$ cat config.mk
export PLATFORM = sky130hd
export DESIGN_NAME = fdtd_cell_pipe
export DESIGN_NICKNAME = d
export VERILOG_FILES = /design/src/hw/rtl/fdtd_pkg.sv /design/src/hw/rtl/fdtd_cell_pipe.sv
export SDC_FILE = /design/constraint.sdc
export NUM_CORES = 2
export LEC_CHECK = 0
export BUFFER_PORTS_ARGS = -buffer_cell sky130_fd_sc_hd__clkbuf_2
export CORE_ASPECT_RATIO = 2
export CORE_MARGIN = 2
export CORE_UTILIZATION = 50
export CTS_BUF_LIST = sky130_fd_sc_hd__clkbuf_4
export CTS_CLUSTER_DIAMETER = 30
export DETAILED_ROUTE_END_ITERATION = 16
export GPL_TIMING_DRIVEN = 0
export PLACE_DENSITY = 0.67
export SYNTH_ARGS = -nofsm -noshare
export SYNTH_HDL_FRONTEND = slang
export SYNTH_SLANG_ARGS = --single-unit
$ cat constraint.sdc
create_clock -name i_clk -period 10.6 [get_ports i_clk]
set_clock_uncertainty 0.15 [all_clocks]
set_input_delay 0 -clock i_clk [delete_from_list [all_inputs] [get_ports i_clk]]
set_output_delay 0 -clock i_clk [all_outputs]
set_load 0.03 [all_outputs]
$ cat src/hw/rtl/fdtd_pkg.sv
// ============================================================================
// fdtd_pkg
// Shared types, constants and fixed-point helpers for the 1-D FDTD field
// update block.
// ============================================================================
package fdtd_pkg;

    localparam int FIELD_W    = 24;   // Q3.20 field sample
    localparam int GAIN_W     = 18;   // unsigned Q2.16 gain
    localparam int CELL_W     = 8;    // width of the cell index registers
    localparam int PROD_W     = 44;   // difference times gain
    localparam int DELTA_W    = 28;   // rounded product
    localparam int SUM_W      = 29;   // field plus rounded product
    localparam int CFG_IDX_W  = 2;
    localparam int ROUND_SH   = 16;
    localparam int ROUND_HALF = 32768;
    localparam int CELLS_DEF  = 256;

    typedef logic signed [FIELD_W-1:0] t_field;
    typedef logic signed [PROD_W-1:0]  t_prod;
    typedef logic signed [DELTA_W-1:0] t_delta;

    localparam t_field FIELD_MAX = 24'sh7FFFFF;
    localparam t_field FIELD_MIN = 24'sh800000;

    localparam logic [GAIN_W-1:0] GAIN_RESET   = 18'h10000;
    localparam logic [CELL_W-1:0] SOURCE_RESET = 8'd100;
    localparam logic [CELL_W-1:0] PROBE_RESET  = 8'd50;

    // configuration register indexes
    typedef enum logic [CFG_IDX_W-1:0] {
        CFG_H_GAIN = 2'd0,
        CFG_E_GAIN = 2'd1,
        CFG_SOURCE = 2'd2,
        CFG_PROBE  = 2'd3
    } t_cfg_idx;

    // read issue tag, travels alongside the memory read data
    typedef struct packed {
        logic vld;
        logic first;
    } t_iss;

    // flags of one finished electric cell
    typedef struct packed {
        logic vld;
        logic first;
        logic last;
        logic sat;
    } t_cell;

    // result stage status
    typedef struct packed {
        logic pend;
        logic loaded;
    } t_sts;

    typedef struct packed {
        logic   sat;
        t_field val;
    } t_sat;

    // floor((p + 2^15) / 2^16)
    function automatic t_delta f_round(input t_prod p);
        t_prod q;
        q = p + PROD_W'(ROUND_HALF);
        return q[PROD_W-1:ROUND_SH];
    endfunction

    // saturating field update
    function automatic t_sat f_sat_add(input t_field base, input t_delta delta);
        logic signed [SUM_W-1:0] s;
        t_sat r;
        s = SUM_W'(base) + SUM_W'(delta);
        if (s > SUM_W'(FIELD_MAX)) begin
            r.sat = 1'b1;
            r.val = FIELD_MAX;
        end else if (s < SUM_W'(FIELD_MIN)) begin
            r.sat = 1'b1;
            r.val = FIELD_MIN;
        end else begin
            r.sat = 1'b0;
            r.val = s[FIELD_W-1:0];
        end
        return r;
    endfunction

endpackage

$ cat src/hw/rtl/fdtd_cell_pipe.sv
// ============================================================================
// fdtd_cell_pipe
// Fused cell pipeline: takes old E and H of consecutive cells from the
// memories, computes the new H of cell m, then the new E of cell m from
// the new H of cells m and m-1, applies the hard source, and hands back the
// write data for both memories.
// ============================================================================
module fdtd_cell_pipe
    import fdtd_pkg::*;
#(
    parameter int CELLS = CELLS_DEF
) (
    input  logic                     i_clk,
    input  logic                     i_rst_n,
    input  t_iss                     i_iss,
    input  t_field                   i_e_rdata,
    input  t_field                   i_h_rdata,
    input  logic [GAIN_W-1:0]        i_h_gain,
    input  logic [GAIN_W-1:0]        i_e_gain,
    input  logic [CELL_W-1:0]        i_source_cell,
    input  t_field                   i_sample,
    output logic                     o_h_we,
    output logic [$clog2(CELLS)-1:0] o_h_waddr,
    output t_field                   o_h_wdata,
    output t_cell                    o_cell,
    output logic [$clog2(CELLS)-1:0] o_cell_idx,
    output t_field                   o_cell_val
);

    localparam int AW = $clog2(CELLS);
    localparam int CW = (AW > CELL_W) ? AW : CELL_W;

    // previous read word: old E and H of the cell now entering stage A
    t_field r_e_prev;
    t_field r_h_prev;
    logic [AW-1:0] r_cnt;

    // stage A: H product registered
    logic          r_a_vld;
    logic [AW-1:0] r_a_idx;
    t_field        r_a_e;
    t_field        r_a_h;
    t_prod         r_a_prod;

    // stage B: new H
    logic          r_b_vld;
    logic [AW-1:0] r_b_idx;
    t_field        r_b_e;
    t_field        r_b_hn;
    logic          r_b_sat;
    t_field        r_hprev;

    // stage C: E product registered
    logic          r_c_vld;
    logic [AW-1:0] r_c_idx;
    t_field        r_c_e;
    t_prod         r_c_prod;
    logic          r_c_sat;

    // stage D: new E
    t_cell         r_d;
    logic [AW-1:0] r_d_idx;
    t_field        r_d_val;

    logic signed [FIELD_W:0] w_dh;
    logic signed [GAIN_W:0]  w_hg;
    t_prod                   w_hp;
    t_sat                    w_hsum;
    logic signed [FIELD_W:0] w_dhn;
    logic signed [GAIN_W:0]  w_eg;
    t_prod                   w_ep;
    t_sat                    w_esum;
    logic                    w_a_in;
    logic                    w_c_first;
    logic                    w_c_src;
    t_field                  w_e_new;
    logic                    w_e_sat;

    // H update: e[m+1] arrives from memory, e[m] is the previous word
    assign w_a_in = i_iss.vld && !i_iss.first;
    assign w_dh   = (FIELD_W+1)'(i_e_rdata) - (FIELD_W+1)'(r_e_prev);
    assign w_hg   = {1'b0, i_h_gain};
    assign w_hp   = w_dh * w_hg;
    assign w_hsum = f_sat_add(r_a_h, f_round(r_a_prod));

    // E update from new H of this cell and the one before
    assign w_dhn  = (FIELD_W+1)'(r_b_hn) - (FIELD_W+1)'(r_hprev);
    assign w_eg   = {1'b0, i_e_gain};
    assign w_ep   = w_dhn * w_eg;
    assign w_esum = f_sat_add(r_c_e, f_round(r_c_prod));

    // cell zero keeps its E; the source cell takes the sample
    assign w_c_first = (r_c_idx == '0);
    assign w_c_src   = (CW'(r_c_idx) == CW'(i_source_cell));
    always_comb begin
        w_e_new = w_c_first ? r_c_e : w_esum.val;
        w_e_sat = w_c_first ? 1'b0 : w_esum.sat;
        if (w_c_src) begin
            w_e_new = i_sample;
        end
    end

    // control
    always_ff @(posedge i_clk) begin
        if (!i_rst_n) begin
            r_cnt   <= '0;
            r_a_vld <= 1'b0;
            r_b_vld <= 1'b0;
            r_c_vld <= 1'b0;
            r_d     <= '0;
        end else begin
            if (i_iss.vld && i_iss.first) begin
                r_cnt <= '0;
            end else if (w_a_in) begin
                r_cnt <= AW'(r_cnt + 1'b1);
            end
            r_a_vld   <= w_a_in;
            r_b_vld   <= r_a_vld;
            r_c_vld   <= r_b_vld;
            r_d.vld   <= r_c_vld;
            r_d.first <= w_c_first;
            r_d.last  <= (r_c_idx == AW'(CELLS-1));
            r_d.sat   <= r_c_sat | w_e_sat;
        end
    end

    // datapath
    always_ff @(posedge i_clk) begin
        if (i_iss.vld) begin
            r_e_prev <= i_e_rdata;
            r_h_prev <= i_h_rdata;
        end
        r_a_idx  <= r_cnt;
        r_a_e    <= r_e_prev;
        r_a_h    <= r_h_prev;
        r_a_prod <= (r_cnt == AW'(CELLS-1)) ? '0 : w_hp;

        r_b_idx <= r_a_idx;
        r_b_e   <= r_a_e;
        r_b_hn  <= w_hsum.val;
        r_b_sat <= w_hsum.sat;
        if (r_b_vld) begin
            r_hprev <= r_b_hn;
        end

        r_c_idx  <= r_b_idx;
        r_c_e    <= r_b_e;
        r_c_prod <= w_ep;
        r_c_sat  <= r_b_sat;

        r_d_idx <= r_c_idx;
        r_d_val <= w_e_new;
    end

    assign o_h_we     = r_b_vld;
    assign o_h_waddr  = r_b_idx;
    assign o_h_wdata  = r_b_hn;
    assign o_cell     = r_d;
    assign o_cell_idx = r_d_idx;
    assign o_cell_val = r_d_val;

endmodule

==> summary.txt <==
Status
  • Status: complete, but fails checks
  • Failing checks: capacitance limit, slew limit

Synth
  • Yosys cell types: 75
  • Sequential area share after synthesis: 15.3%
  • Synth warnings: 0
  • Synth async-reset ratio: 0%
  • Post-synth EDFFs: 72
  • Syn Area/Cell: 9.17 um^2
  • Syn_nets: between 6,000 and 7,000
  • Syn Std Cell Area: 47,100 um^2
  • Top FF cell, synth: dfxtp_1
  • Synthesized instance count: ~5,100
  • Synth Register Bits: approximately 320

Worst setup path
  • CP max FO: 10
  • Setup crit start: o_h_wdata[0]
  • Most used cell along the critical path: fa_1
  • Slowest stage delay, CP: between 700 and 800 ps
  • Worst endpoint data arrival time: between 10,000 and 15,000 ps
  • CP Capture Type: register
  • CP top delay family: adder cells
  • Startpoint class of the critical path: register
  • Buf+Inv Stages, Crit Path: 5
  • Highest-delay cell along the critical path: nor3_2
  • CP Class: register to register
  • RR Startpoint: o_h_wdata[0]
  • Data required time of the worst path: about 11,000 ps

CTS
  • Root buf cell: clkbuf_4
  • Clock buffer depth: 3
  • Num CTS Buffers: 77
  • CTS tree: done
  • Htree depth: 3
  • Worst-Skew Late Latency: ~960 ps
  • Reg clk slew, reported paths: roughly 80 ps
  • Clock Sinks: around 320

Timing
  • Slew margin rel.: -2.16%
  • Setup TNS: 0 ps
  • Final hold violations: 0
  • Pins Over Slew Limit: 16
  • Worst-Margin Slew: approximately 1500 ps
  • Final period util: a little under 100%
  • Setup repair after global routing missed its margin: true
  • Endpoints failing setup: 0
  • Min cycle time layout: between 10,000 and 15,000 ps
  • Fmax: 96.6 MHz

Cells and area
  • Share of cells above drive strength 1: around 6.8%
  • Area Overhead vs Synth: 12.1%
  • Most common cell after layout, fill and taps aside: inv_1
  • Commonest non-fill, non-tap cells in the layout: inv_1, fa_1, nand2_1, and2_1, ha_1
  • Final #Nets: roughly 6,900
  • Fin cells: slightly below 7,000

Floorplan
  • Row Count: around 160
  • Initial Util: about half
  • I/O pins: about 190
  • Die Wd: between 200 and 250 um
  • Core area: 93,700 um^2
  • Area of the die: 96,800 um^2
  • Die Y: approximately 440 um

Global route
  • Largest net degree at the start of global routing: 27
  • Vias in the first global route: 41,100
  • Initial antenna violation count: 9
  • First-pass GRT wire length: approximately 230,000 um
  • Remaining Overflow, GRT: 0
  • Overall Global Routing Usage: about a third

Min path
  • Hold Path Class: register to register
  • HP Start: r_a_e[2]

Placed design
  • GP Congestion: roughly 1
  • HPWL after DPL: between 100,000 and 150,000 um
  • DP Cell Count: around 6,500
  • IO Port Bufs: 178

Detailed routing
  • Router iterations before antenna repair: 6
  • Vias: roughly 37,000
  • Routed WL per cell: around 22 um
  • Initial DRC Count: ~2,000
  • DRC viols: 0
  • Via-to-Cell Ratio: about 5.4
  • Post-route ant nets: 0
  • Total wire length: 154,000 um

Job
  • Max Cap Viol: 2
==> timing repair <==
item / 4_1_cts / 5_1_grt
hold buffers: 189 / 0
setup buffers: 0 / 5
pin swaps: 0 / 3
resized for setup: 4 / 41
cloned: 0 / 0
hold endpoints to repair: 135 / 0
setup endpoints to repair: 7 / 29
==> worst paths after layout <==
kind                       end  slack (ps)  depth (start not counted)
setup / recovery  r_c_prod[43]         250                         33
hold reg to reg       r_b_e[2]         110                          0
hold / removal        r_b_e[2]         110                          0
setup reg to reg  r_c_prod[43]         250                         33
==> synth_stat cells, types with 7 or more instances <==
cell	number	area share [%]
a21boi_0	8	0.13
a211oi_1	14	0.22
o22ai_1	10	0.13
nand4_1	48	0.64
o311ai_0	11	0.20
nor3_1	34	0.36
o21ai_0	106	1.1
a311oi_1	12	0.22
dfxtp_1	251	11
or2_2	7	0.093
a2111oi_0	8	0.15
a31oi_1	12	0.16
o211ai_1	26	0.41
a21oi_1	152	1.6
nand2b_1	39	0.52
nand2_1	552	4.4
a21o_1	61	0.97
nor4_1	20	0.27
o21a_1	26	0.41
and3b_1	8	0.15
ha_1	325	8.6
or3_1	22	0.29
nand3_1	74	0.79
nor2_1	166	1.3
xnor2_1	145	2.7
xor2_1	71	1.3
nor2b_1	52	0.69
edfxtp_1	72	4.6
and2_1	379	5.0
nand3b_1	14	0.22
o21bai_1	17	0.27
and3_1	37	0.49
and4_1	14	0.26
o31ai_1	7	0.11
nor3b_1	13	0.21
inv_1	1177	9.4
fa_1	892	38
clkbuf_1	184	1.5
==> registers in the layout (all words and copies together), names as in the netlist, 24 cells and up <==
| signal | count |
|---|---|
| r_c_e | 24 |
| r_e_prev | 24 |
| r_hprev | 24 |
| r_a_e | 24 |
| r_a_h | 24 |
| o_h_wdata | 24 |
| r_h_prev | 24 |
| r_c_prod | 29 |
| r_a_prod | 29 |
| r_b_e | 24 |
| o_cell_val | 24 |
==> metal layers <==
layer / up-vias / global-route usage (%) / part of all wire, %
li1: 16600 / - / -
met1: 18700 / 29.2 / 30
met2: 1390 / 59.2 / 53
met3: 717 / 4.20 / 4.4
met4: 2 / 34.8 / 13
met5: - / 0 / 0.0052
==> per-stage QoR <==
stage | util (%) | worst slack, ps | hold WS, ps | instance area (um^2)
after floorplan | - | 1720 | -51.1 | 47100
after global placement | 52.8 | -165 | 28.4 | 49500
after global routing | 56.3 | -131 | 83.6 | 52800
after detailed placement | 52.9 | -299 | 28.7 | 49500
after CTS | 56.0 | 34.1 | 1.71 | 52500
final | 56.3 | 252 | 107 | 52800
==> cells by family after synthesis <==
| kind of cell | synth area share (%) |
|---|---|
| AND/OR/NAND/NOR | 16.0 |
| buffers and inverters | 10.9 |
| adder cells (fa/ha/maj) | 46.5 |
| AO/OA/AOI/OAI | 7.15 |
| flip-flops | 15.3 |
| XOR/XNOR | 4.05 |
| multiplexers | 0.0930 |
==> worst reg2reg max path: cells and delay by family, from the launching register on <==
family                   cells  cell delay, ps
XOR/XNOR                     1             160
flip-flops                   1             380
adder cells (fa/ha/maj)      9            4300
AO/OA/AOI/OAI               12            3200
buffers and inverters        5             640
AND/OR/NAND/NOR              6            1380
==> area by class of cell <==
| cell class | count | area [um^2] |
|---|---|---|
| Fill cell | 8548 | 40900 |
| Multi-Input combinational cell | 3448 | 35000 |
| Sequential cell | 323 | 7190 |
| Inverter | 1177 | 4420 |
| Timing Repair Buffer | 373 | 2840 |
| Tap cell | 1207 | 1510 |
| Clock buffer | 101 | 758 |
| Buffer | 191 | 737 |
| Clock inverter | 35 | 285 |
| Antenna cell | 19 | 47.5 |
Power is not shown: default switching activity piles up to over one toggle a cycle in this logic, so the estimate is an artifact.
