--- config.mk ---
export PLATFORM = sky130hd
export DESIGN_NAME = fdtd_stats
export DESIGN_NICKNAME = d
export VERILOG_FILES = /design/src/hw/rtl/fdtd_pkg.sv /design/src/hw/rtl/fdtd_stats.sv
export SDC_FILE = /design/constraint.sdc
export NUM_CORES = 1
export LEC_CHECK = 0
export BUFFER_PORTS_ARGS = -buffer_cell sky130_fd_sc_hd__buf_2
export CORE_UTILIZATION = 59
export DETAILED_ROUTE_END_ITERATION = 12
export PLACE_DENSITY = 0.94
export SLEW_MARGIN = 10
export SYNTH_ARGS = -nofsm -noshare
export SYNTH_HDL_FRONTEND = slang
export SYNTH_SLANG_ARGS = --single-unit
--- constraint.sdc ---
create_clock -name i_clk -period 14.2 [get_ports i_clk]
set_input_delay 1.42 -clock i_clk [delete_from_list [all_inputs] [get_ports i_clk]]
set_output_delay 1.42 -clock i_clk [all_outputs]
set_load 0.01 [all_outputs]
--- src/hw/rtl/fdtd_pkg.sv ---
// ============================================================================
// fdtd_pkg
// Shared types, constants and fixed-point helpers for the 1-D FDTD field
// update block.
// ============================================================================
package fdtd_pkg;

    localparam int FIELD_W    = 24;   // Q3.20 field sample
    localparam int GAIN_W     = 18;   // unsigned Q2.16 gain
    localparam int CELL_W     = 8;    // width of the cell index registers
    localparam int PROD_W     = 44;   // difference times gain
    localparam int DELTA_W    = 28;   // rounded product
    localparam int SUM_W      = 29;   // field plus rounded product
    localparam int CFG_IDX_W  = 2;
    localparam int ROUND_SH   = 16;
    localparam int ROUND_HALF = 32768;
    localparam int CELLS_DEF  = 256;

    typedef logic signed [FIELD_W-1:0] t_field;
    typedef logic signed [PROD_W-1:0]  t_prod;
    typedef logic signed [DELTA_W-1:0] t_delta;

    localparam t_field FIELD_MAX = 24'sh7FFFFF;
    localparam t_field FIELD_MIN = 24'sh800000;

    localparam logic [GAIN_W-1:0] GAIN_RESET   = 18'h10000;
    localparam logic [CELL_W-1:0] SOURCE_RESET = 8'd100;
    localparam logic [CELL_W-1:0] PROBE_RESET  = 8'd50;

    // configuration register indexes
    typedef enum logic [CFG_IDX_W-1:0] {
        CFG_H_GAIN = 2'd0,
        CFG_E_GAIN = 2'd1,
        CFG_SOURCE = 2'd2,
        CFG_PROBE  = 2'd3
    } t_cfg_idx;

    // read issue tag, travels alongside the memory read data
    typedef struct packed {
        logic vld;
        logic first;
    } t_iss;

    // flags of one finished electric cell
    typedef struct packed {
        logic vld;
        logic first;
        logic last;
        logic sat;
    } t_cell;

    // result stage status
    typedef struct packed {
        logic pend;
        logic loaded;
    } t_sts;

    typedef struct packed {
        logic   sat;
        t_field val;
    } t_sat;

    // floor((p + 2^15) / 2^16)
    function automatic t_delta f_round(input t_prod p);
        t_prod q;
        q = p + PROD_W'(ROUND_HALF);
        return q[PROD_W-1:ROUND_SH];
    endfunction

    // saturating field update
    function automatic t_sat f_sat_add(input t_field base, input t_delta delta);
        logic signed [SUM_W-1:0] s;
        t_sat r;
        s = SUM_W'(base) + SUM_W'(delta);
        if (s > SUM_W'(FIELD_MAX)) begin
            r.sat = 1'b1;
            r.val = FIELD_MAX;
        end else if (s < SUM_W'(FIELD_MIN)) begin
            r.sat = 1'b1;
            r.val = FIELD_MIN;
        end else begin
            r.sat = 1'b0;
            r.val = s[FIELD_W-1:0];
        end
        return r;
    endfunction

endpackage

--- src/hw/rtl/fdtd_stats.sv ---
// ============================================================================
// fdtd_stats
// Collects probe value, min, max and the saturation flag as finished
// electric cells stream by, and holds the result word for the output
// channel.
// ============================================================================
module fdtd_stats
    import fdtd_pkg::*;
#(
    parameter int CELLS = CELLS_DEF
) (
    input  logic                     i_clk,
    input  logic                     i_rst_n,
    input  t_cell                    i_cell,
    input  logic [$clog2(CELLS)-1:0] i_cell_idx,
    input  t_field                   i_cell_val,
    input  logic [CELL_W-1:0]        i_probe_cell,
    input  logic                     i_out_ready,
    output logic                     o_out_valid,
    output t_field                   o_probe_value,
    output t_field                   o_field_min,
    output t_field                   o_field_max,
    output logic                     o_saturated,
    output t_sts                     o_sts
);

    localparam int AW = $clog2(CELLS);
    localparam int CW = (AW > CELL_W) ? AW : CELL_W;

    logic   r_pend;
    logic   r_out_vld;
    t_field r_probe;
    t_field r_lo;
    t_field r_hi;
    logic   r_sat;
    t_field r_out_probe;
    t_field r_out_lo;
    t_field r_out_hi;
    logic   r_out_sat;

    logic w_hit;
    logic w_load;

    assign w_hit  = (CW'(i_cell_idx) == CW'(i_probe_cell));
    assign w_load = r_pend && (!r_out_vld || i_out_ready);

    // control
    always_ff @(posedge i_clk) begin
        if (!i_rst_n) begin
            r_pend    <= 1'b0;
            r_out_vld <= 1'b0;
        end else begin
            if (w_load) begin
                r_pend <= 1'b0;
            end else if (i_cell.vld && i_cell.last) begin
                r_pend <= 1'b1;
            end
            if (w_load) begin
                r_out_vld <= 1'b1;
            end else if (i_out_ready) begin
                r_out_vld <= 1'b0;
            end
        end
    end

    // running statistics over one sweep
    always_ff @(posedge i_clk) begin
        if (i_cell.vld) begin
            if (i_cell.first) begin
                r_sat   <= i_cell.sat;
                r_probe <= w_hit ? i_cell_val : '0;
            end else begin
                r_sat <= r_sat | i_cell.sat;
                if (w_hit) begin
                    r_probe <= i_cell_val;
                end
                if (i_cell_idx == AW'(1)) begin
                    r_lo <= i_cell_val;
                    r_hi <= i_cell_val;
                end else begin
                    if (i_cell_val < r_lo) begin
                        r_lo <= i_cell_val;
                    end
                    if (i_cell_val > r_hi) begin
                        r_hi <= i_cell_val;
                    end
                end
            end
        end
        if (w_load) begin
            r_out_probe <= r_probe;
            r_out_lo    <= r_lo;
            r_out_hi    <= r_hi;
            r_out_sat   <= r_sat;
        end
    end

    assign o_out_valid   = r_out_vld;
    assign o_probe_value = r_out_probe;
    assign o_field_min   = r_out_lo;
    assign o_field_max   = r_out_hi;
    assign o_saturated   = r_out_sat;
    assign o_sts.pend    = r_pend;
    assign o_sts.loaded  = w_load;

endmodule

==> results of run 1 <==
-- cell families (layout without fill, tap and decap cells) --
family / after synthesis / in the layout / synth area share
other: 0 / 1 / 0
AND/OR/NAND/NOR: 72 / 72 / 0.07094
buffers and inverters: 55 / 209 / 0.03568
adder cells (fa/ha/maj): 47 / 47 / 0.09806
AO/OA/AOI/OAI: 44 / 44 / 0.04590
XOR/XNOR: 8 / 8 / 0.01168
flip-flops: 148 / 148 / 0.7377
-- state kept, by name, indices dropped and copies added, names as in the netlist --
signal and count:
r_pend 1, o_saturated 1, r_hi 24, o_out_valid 1
r_probe 24, o_field_max 24, o_field_min 24, r_lo 24
o_probe_value 24, r_sat 1
-- cell usage after synthesis (3+ instances only) --
| master | instances |
|---|---|
| sky130_fd_sc_hd__and4_1 | 3 |
| sky130_fd_sc_hd__and2_1 | 25 |
| sky130_fd_sc_hd__nor2_1 | 3 |
| sky130_fd_sc_hd__xnor2_1 | 8 |
| sky130_fd_sc_hd__inv_1 | 51 |
| sky130_fd_sc_hd__a21oi_1 | 20 |
| sky130_fd_sc_hd__edfxtp_1 | 146 |
| sky130_fd_sc_hd__o21ai_0 | 9 |
| sky130_fd_sc_hd__a21boi_0 | 3 |
| sky130_fd_sc_hd__nand3_1 | 6 |
| sky130_fd_sc_hd__ha_1 | 47 |
| sky130_fd_sc_hd__nand2_1 | 13 |
| sky130_fd_sc_hd__nand4_1 | 8 |
-- through the flow --
stage	util	cell area, µm²	power [µW]
final	0.7534	7398	1041
after global routing	0.7532	7396	1071
after detailed placement	0.6919	6794	599.8
after CTS	0.7532	7396	1045
after floorplan	-	5997	562.9
after global placement	0.6919	6794	593.0
-- worst max-delay path: cells and delay by family --
| kind | cells | cell delay [ns] |
|---|---|---|
| simple gates | 1 | 0.63 |
| fa+ha+maj | 1 | 0.33 |
| buf+inv | 2 | 0.55 |
| compound gates | 4 | 1.13 |
-- final timing paths --
| check | start | end | slack, ns |
|---|---|---|---|
| worst max-delay path | i_cell_val[1] | r_lo[16]$_DFFE_PP_ | 10.33 |
| worst min register to register | r_probe[15]$_DFFE_PP_ | o_probe_value[15]$_DFFE_PP_ | 0.42 |
| worst max register to register | r_lo[6]$_DFFE_PP_ | r_lo[16]$_DFFE_PP_ | 10.96 |
| worst min-delay path | r_probe[15]$_DFFE_PP_ | o_probe_value[15]$_DFFE_PP_ | 0.42 |
-- per-layer routing --
layer | share of wire | vias to the layer above | global-route usage | wire [µm]
met2 | 0.50 | 231 | 0.4123 | 6435
met5 | 0 | - | 0 | 0
met3 | 0.070 | 37 | 0.05627 | 908
li1 | - | 1672 | - | -
met1 | 0.40 | 1786 | 0.3358 | 5144
met4 | 0.031 | 0 | 0.1538 | 406
-- power groups by stage --
stage / registers (µW) / logic, µW / clock network, µW
global placement: 522 / 70.5 / 0
global route: 516 / 87.0 / 468
detailed placement: 524 / 76.1 / 0
finish: 515 / 79.0 / 447
CTS: 515 / 78.8 / 451
floorplan: 528 / 35.3 / 0
-- area by class of cell --
class,instances,area (µm²),area share
clock inverters,12,156.4,0.02114
multi-input cells,171,1371,0.1854
well taps,133,166.4,0.02249
diodes,1,2.502,0.0003382
inverters,51,191.4,0.02588
flip-flops and latches,148,4424,0.5980
clock buffers,20,445.4,0.06021
repair buffers,126,640.6,0.08659
==> impl_metrics.env, run 1 <==
export IMPL_outcome="finished clean"
export IMPL_net_switching_power_uw=227.2
export IMPL_worstPathRequired_ns=14.41
export IMPL_critPathMaxStageDelay_ns=0.63
export IMPL_vdd_drop_max_v=0.00009899
export IMPL_gr_usage_all_layers=0.2609
export IMPL_wl_per_cell_um=19.48
export IMPL_totalNegativeSetupSlack_ns=0
export IMPL_period_minus_slack_ns=3.867
export IMPL_initial_core_util=0.6107
export IMPL_switching_power_share_of_the_total=0.2184
export IMPL_detail_route_wirelength_um=12900
export IMPL_fillCellCount=595
export IMPL_ys_warn_count=0
export IMPL_synth_largest_area_cell="sky130_fd_sc_hd__edfxtp_1"
export IMPL_timing_final_ws_setup_ns=10.33
export IMPL_layout_commonest_cell="sky130_fd_sc_hd__edfxtp_1"
export IMPL_path_class="in2reg"
export IMPL_clock_sink_count=148
export IMPL_timing_max_transition_violations_final=0
export IMPL_instances_no_fill=662
export IMPL_ctsHoldBuffers=0
export IMPL_hold_viol=0
export IMPL_post_route_cells_drive_above_1_share=0.3087
export IMPL_grt_setup_unrepaired="no"
export IMPL_power_internal_uw=813.4
export IMPL_power_clock_fraction=0.429
export IMPL_grt_max_degree=39
export IMPL_hold_path_cell_count=0
export IMPL_crit_path_cell_trace="buf_2, ha_1, a2111oi_2, a2111oi_0, o311a_1, o211a_1, nor4_2, buf_4"
export IMPL_clkLatencyLatePin_ns=0.53
export IMPL_maxCapViolations=0
export IMPL_drt_initial_drc_count=245
export IMPL_boundaryPins=123
export IMPL_yosysSeqAreaShare=0.7377
export IMPL_grt_antenna_before_repair=0
export IMPL_dp_cells=629
export IMPL_report_final_setup_viol=0
export IMPL_synth_nets=468
export IMPL_floorplan_die_height_um=102.8
export IMPL_cts_setup_buffers=0
export IMPL_power_static_leakage_uw=0.003027
export IMPL_finalClockSkew_ns=0.009337
export IMPL_cts_tree="built"
export IMPL_route_vias_total=3726
export IMPL_critical_path_s_slowest_cell="sky130_fd_sc_hd__nor4_2"
export IMPL_comb_pwr_share=0.076
export IMPL_r2r_worst_path_cells=8
export IMPL_crit_fanout=19
export IMPL_cts_buffer_count=17
export IMPL_worstSetupStartpointType="input port"
export IMPL_areaGrowthSynthToFinish_pct=23.37
export IMPL_hold_slack_ns=0.4171
export IMPL_core_region_area_um2=9819
export IMPL_crit_path_end_kind="flip-flop"
export IMPL_min_period_over_period=0.2724
export IMPL_clk_pin_slew_ns=0.06
export IMPL_seq_power_share=0.495
export IMPL_synthDistinctLibCells=36
export IMPL_async_reset_ff_frac=0
export IMPL_htree_levels=4
export IMPL_root_buffer="sky130_fd_sc_hd__clkbuf_8"
export IMPL_finalNetCount=609
export IMPL_postSynthCellCount=374
export IMPL_detail_route_antenna_nets=0
export IMPL_total_of_flip_flops_plus_latches_after_synthesis=148
export IMPL_numPortBuffers=122
export IMPL_clock_path_buffers=2
export IMPL_slew_headroom=0.2692
export IMPL_power_per_cell_area_nw_per_um2=140.7
export IMPL_postCtsResizedCells=0
export IMPL_drt_vias_per_instance=5.628
export IMPL_residual_drc_count=0
export IMPL_worst_ep_arrival_time_ns=4.07
export IMPL_yosysTopAreaCellShare=0.7311
export IMPL_layout_common_cells="sky130_fd_sc_hd__edfxtp_1, sky130_fd_sc_hd__buf_2, sky130_fd_sc_hd__inv_1, sky130_fd_sc_hd__ha_1, sky130_fd_sc_hd__and2_1"
export IMPL_die_area_um2=10570
export IMPL_fp_dieW_um=102.8
export IMPL_dp_slack_ns=9.959
export IMPL_first_global_vias=3656
export IMPL_post_synth_instance_area_um2=5997
export IMPL_grt_remaining_overflow=0
export IMPL_max_slew_worst_pin_slew_ns=1.096
export IMPL_place_gp_congestion=0.8297
export IMPL_timing_fmax_ghz=0.2586
export IMPL_place_hpwl_um=8428
export IMPL_synth_area_leaders="sky130_fd_sc_hd__edfxtp_1, sky130_fd_sc_hd__ha_1, sky130_fd_sc_hd__inv_1"
export IMPL_dominantRegCellSynth="sky130_fd_sc_hd__edfxtp_1"
export IMPL_grt_pass1_wl_um=19160
export IMPL_syn_mean_instance_area_um2=16.03
export IMPL_hold_path_class="reg2reg"
export IMPL_count_of_tritonroute_iterations_in_the_first_routing_pass=7
export IMPL_floorplan_rows=36
export IMPL_synth_edff_count=146
No activity file was read; power rests on OpenSTA's default activity.
==> run 2: changes to the inputs <==
--- a/config.mk
+++ b/config.mk
@@ -6,9 +6,9 @@
 export NUM_CORES = 1
 export LEC_CHECK = 0
 export BUFFER_PORTS_ARGS = -buffer_cell sky130_fd_sc_hd__buf_2
-export CORE_UTILIZATION = 59
+export CORE_UTILIZATION = 54
 export DETAILED_ROUTE_END_ITERATION = 12
-export PLACE_DENSITY = 0.94
+export PLACE_DENSITY = 0.88
 export SLEW_MARGIN = 10
 export SYNTH_ARGS = -nofsm -noshare
 export SYNTH_HDL_FRONTEND = slang
==> constraint.sdc (replaced) <==
create_clock -name i_clk -period 3.87 [get_ports i_clk]
set_input_delay 0.387 -clock i_clk [delete_from_list [all_inputs] [get_ports i_clk]]
set_output_delay 0.387 -clock i_clk [all_outputs]
set_load 0.01 [all_outputs]
==> run 2 against run 1 <==
Worst hold slack worse by 0.32 ns. Cell count up 0.91%. Combinational power rose to 3.6 times the previous value. Wire length down 4.6%.
==> impl_metrics.env, run 2 (synthesis results as in run 1) <==
export IMPL_outcome="finished clean"
export IMPL_clock_sink_count=148
export IMPL_residual_drc_count=0
export IMPL_grt_max_degree=48
export IMPL_timing_fmax_ghz=0.3057
export IMPL_area_of_the_multi_input_gates_um2=1380
export IMPL_slew_headroom=0.1907
export IMPL_detail_route_wirelength_um=12300
export IMPL_r2r_slack_ns=0.60
export IMPL_layout_common_cells="sky130_fd_sc_hd__edfxtp_1, sky130_fd_sc_hd__buf_2, sky130_fd_sc_hd__inv_1, sky130_fd_sc_hd__ha_1, sky130_fd_sc_hd__and2_1"
export IMPL_first_global_vias=3654
export IMPL_place_gp_congestion=0.8469
export IMPL_path_class="reg2reg"
export IMPL_hold_viol=0
export IMPL_max_slew_worst_pin_slew_ns=1.214
export IMPL_boundaryPins=123
export IMPL_clkLatencyLatePin_ns=0.53
export IMPL_post_route_cells_drive_above_1_share=0.3049
export IMPL_period_minus_slack_ns=3.271
export IMPL_route_vias_total=3613
export IMPL_totalNegativeSetupSlack_ns=0
export IMPL_count_of_tritonroute_iterations_in_the_first_routing_pass=5
export IMPL_cts_tree="built"
export IMPL_clk_pin_slew_ns=0.06
export IMPL_crit_path_cell_trace="inv_1, ha_1, and4_1, and4_1, a221oi_1, nand3_1, o21ai_0, and3_1"
export IMPL_wl_per_cell_um=18.41
export IMPL_drt_vias_per_instance=5.409
export IMPL_critical_path_s_slowest_cell="sky130_fd_sc_hd__and3_1"
export IMPL_fillCellCount=716
export IMPL_critPathMaxStageDelay_ns=1.00
export IMPL_root_buffer="sky130_fd_sc_hd__clkbuf_8"
export IMPL_report_final_setup_viol=0
export IMPL_worstSetupStartpointType="flip-flop"
export IMPL_grt_pass1_wl_um=18980
export IMPL_maxCapViolations=0
export IMPL_floorplan_die_height_um=107.4
export IMPL_htree_levels=4
export IMPL_hold_path_class="in2reg"
export IMPL_numPortBuffers=122
export IMPL_register_area_um2=4424
export IMPL_timing_critical_path_max_delay_family="simple AND/OR/NAND/NOR gates"
export IMPL_clock_path_buffers=2
export IMPL_vdd_drop_max_v=0.0002968
export IMPL_postCtsResizedCells=0
export IMPL_diodes=0
export IMPL_cts_setup_buffers=0
export IMPL_place_hpwl_um=8390
export IMPL_finalClockSkew_ns=0.006616
export IMPL_finalNetCount=609
export IMPL_power_per_cell_area_nw_per_um2=538.0
export IMPL_power_static_leakage_uw=0.003073
export IMPL_grt_remaining_overflow=0
export IMPL_min_period_over_period=0.8453
export IMPL_die_area_um2=11530
export IMPL_timing_max_transition_violations_final=0
export IMPL_initial_core_util=0.5532
export IMPL_worst_ep_arrival_time_ns=3.41
export IMPL_crit_path_end_kind="flip-flop"
export IMPL_cts_buffer_count=17
export IMPL_fp_dieW_um=107.4
export IMPL_critical_path_most_common_cell="sky130_fd_sc_hd__and4_1"
export IMPL_detail_route_antenna_nets=0
export IMPL_layout_commonest_cell="sky130_fd_sc_hd__edfxtp_1"
export IMPL_grt_antenna_before_repair=0
export IMPL_critical_path_buf_inv_count=1
export IMPL_design_power_total_uw=4028
export IMPL_drt_initial_drc_count=205
export IMPL_grt_setup_unrepaired="no"
export IMPL_crit_fanout=24
export IMPL_areaGrowthSynthToFinish_pct=24.85
export IMPL_ctsHoldBuffers=0
export IMPL_core_region_area_um2=10840
export IMPL_gr_usage_all_layers=0.2325
export IMPL_floorplan_rows=38
export IMPL_worstPathRequired_ns=4.01
[run 2: metal layers]
metal  routed length [µm]  vias up  track usage
met5                    0        -            0
met1                 4827     1757       0.2763
met4                  384        0       0.1184
li1                     -     1663            -
met2                 6227      156       0.3820
met3                  859       37      0.07324
[run 2: stage by stage]
step                      worst slack, ns  area (µm²)    util  instances  hold slack, ns
after floorplan                    0.4259        6003       -        374          0.4003
after global placement             0.6666        6812  0.6283        636          0.4022
after detailed placement           0.6162        6812  0.6283        636          0.4045
after CTS                          0.6085        7487  0.6907        668         0.07858
after global routing               0.4141        7487  0.6907        668         0.08546
final                              0.5989        7487  0.6907        668         0.09867
[run 2: cell type report]
class,count,share of cell area
repair buffers,126,0.08556
inverters,51,0.02557
clock buffers,18,0.05582
flip-flops and latches,148,0.5909
multi-input cells,171,0.1843
well taps,140,0.02340
clock inverters,14,0.03443
[run 2: path summary, 6_finish.rpt]
| kind | end | start | cells after the start |
|---|---|---|---|
| worst max-delay path | r_hi[6]$_DFFE_PP_ | r_hi[15]$_DFFE_PP_ | 8 |
| worst min register to register | o_probe_value[2]$_DFFE_PP_ | r_probe[2]$_DFFE_PP_ | 0 |
| worst min-delay path | r_lo[17]$_DFFE_PP_ | i_cell_val[17] | 1 |
| worst max register to register | r_hi[6]$_DFFE_PP_ | r_hi[15]$_DFFE_PP_ | 8 |
[run 2: power by group]
group	total (µW)	switching (µW)	internal, µW
Clock	1850	614	1240
Sequential	1890	28.9	1860
Combinational	284	177	107
Total	4030	820	3210
[run 2: worst register-to-register path, cell delays in order (launching register included)]
cell and delay (ns):
sky130_fd_sc_hd__edfxtp_1 0.39, sky130_fd_sc_hd__inv_1 0.10, sky130_fd_sc_hd__ha_1 0.27, sky130_fd_sc_hd__and4_1 0.25
sky130_fd_sc_hd__and4_1 0.22, sky130_fd_sc_hd__a221oi_1 0.27, sky130_fd_sc_hd__nand3_1 0.14, sky130_fd_sc_hd__o21ai_0 0.22
sky130_fd_sc_hd__and3_1 1.00
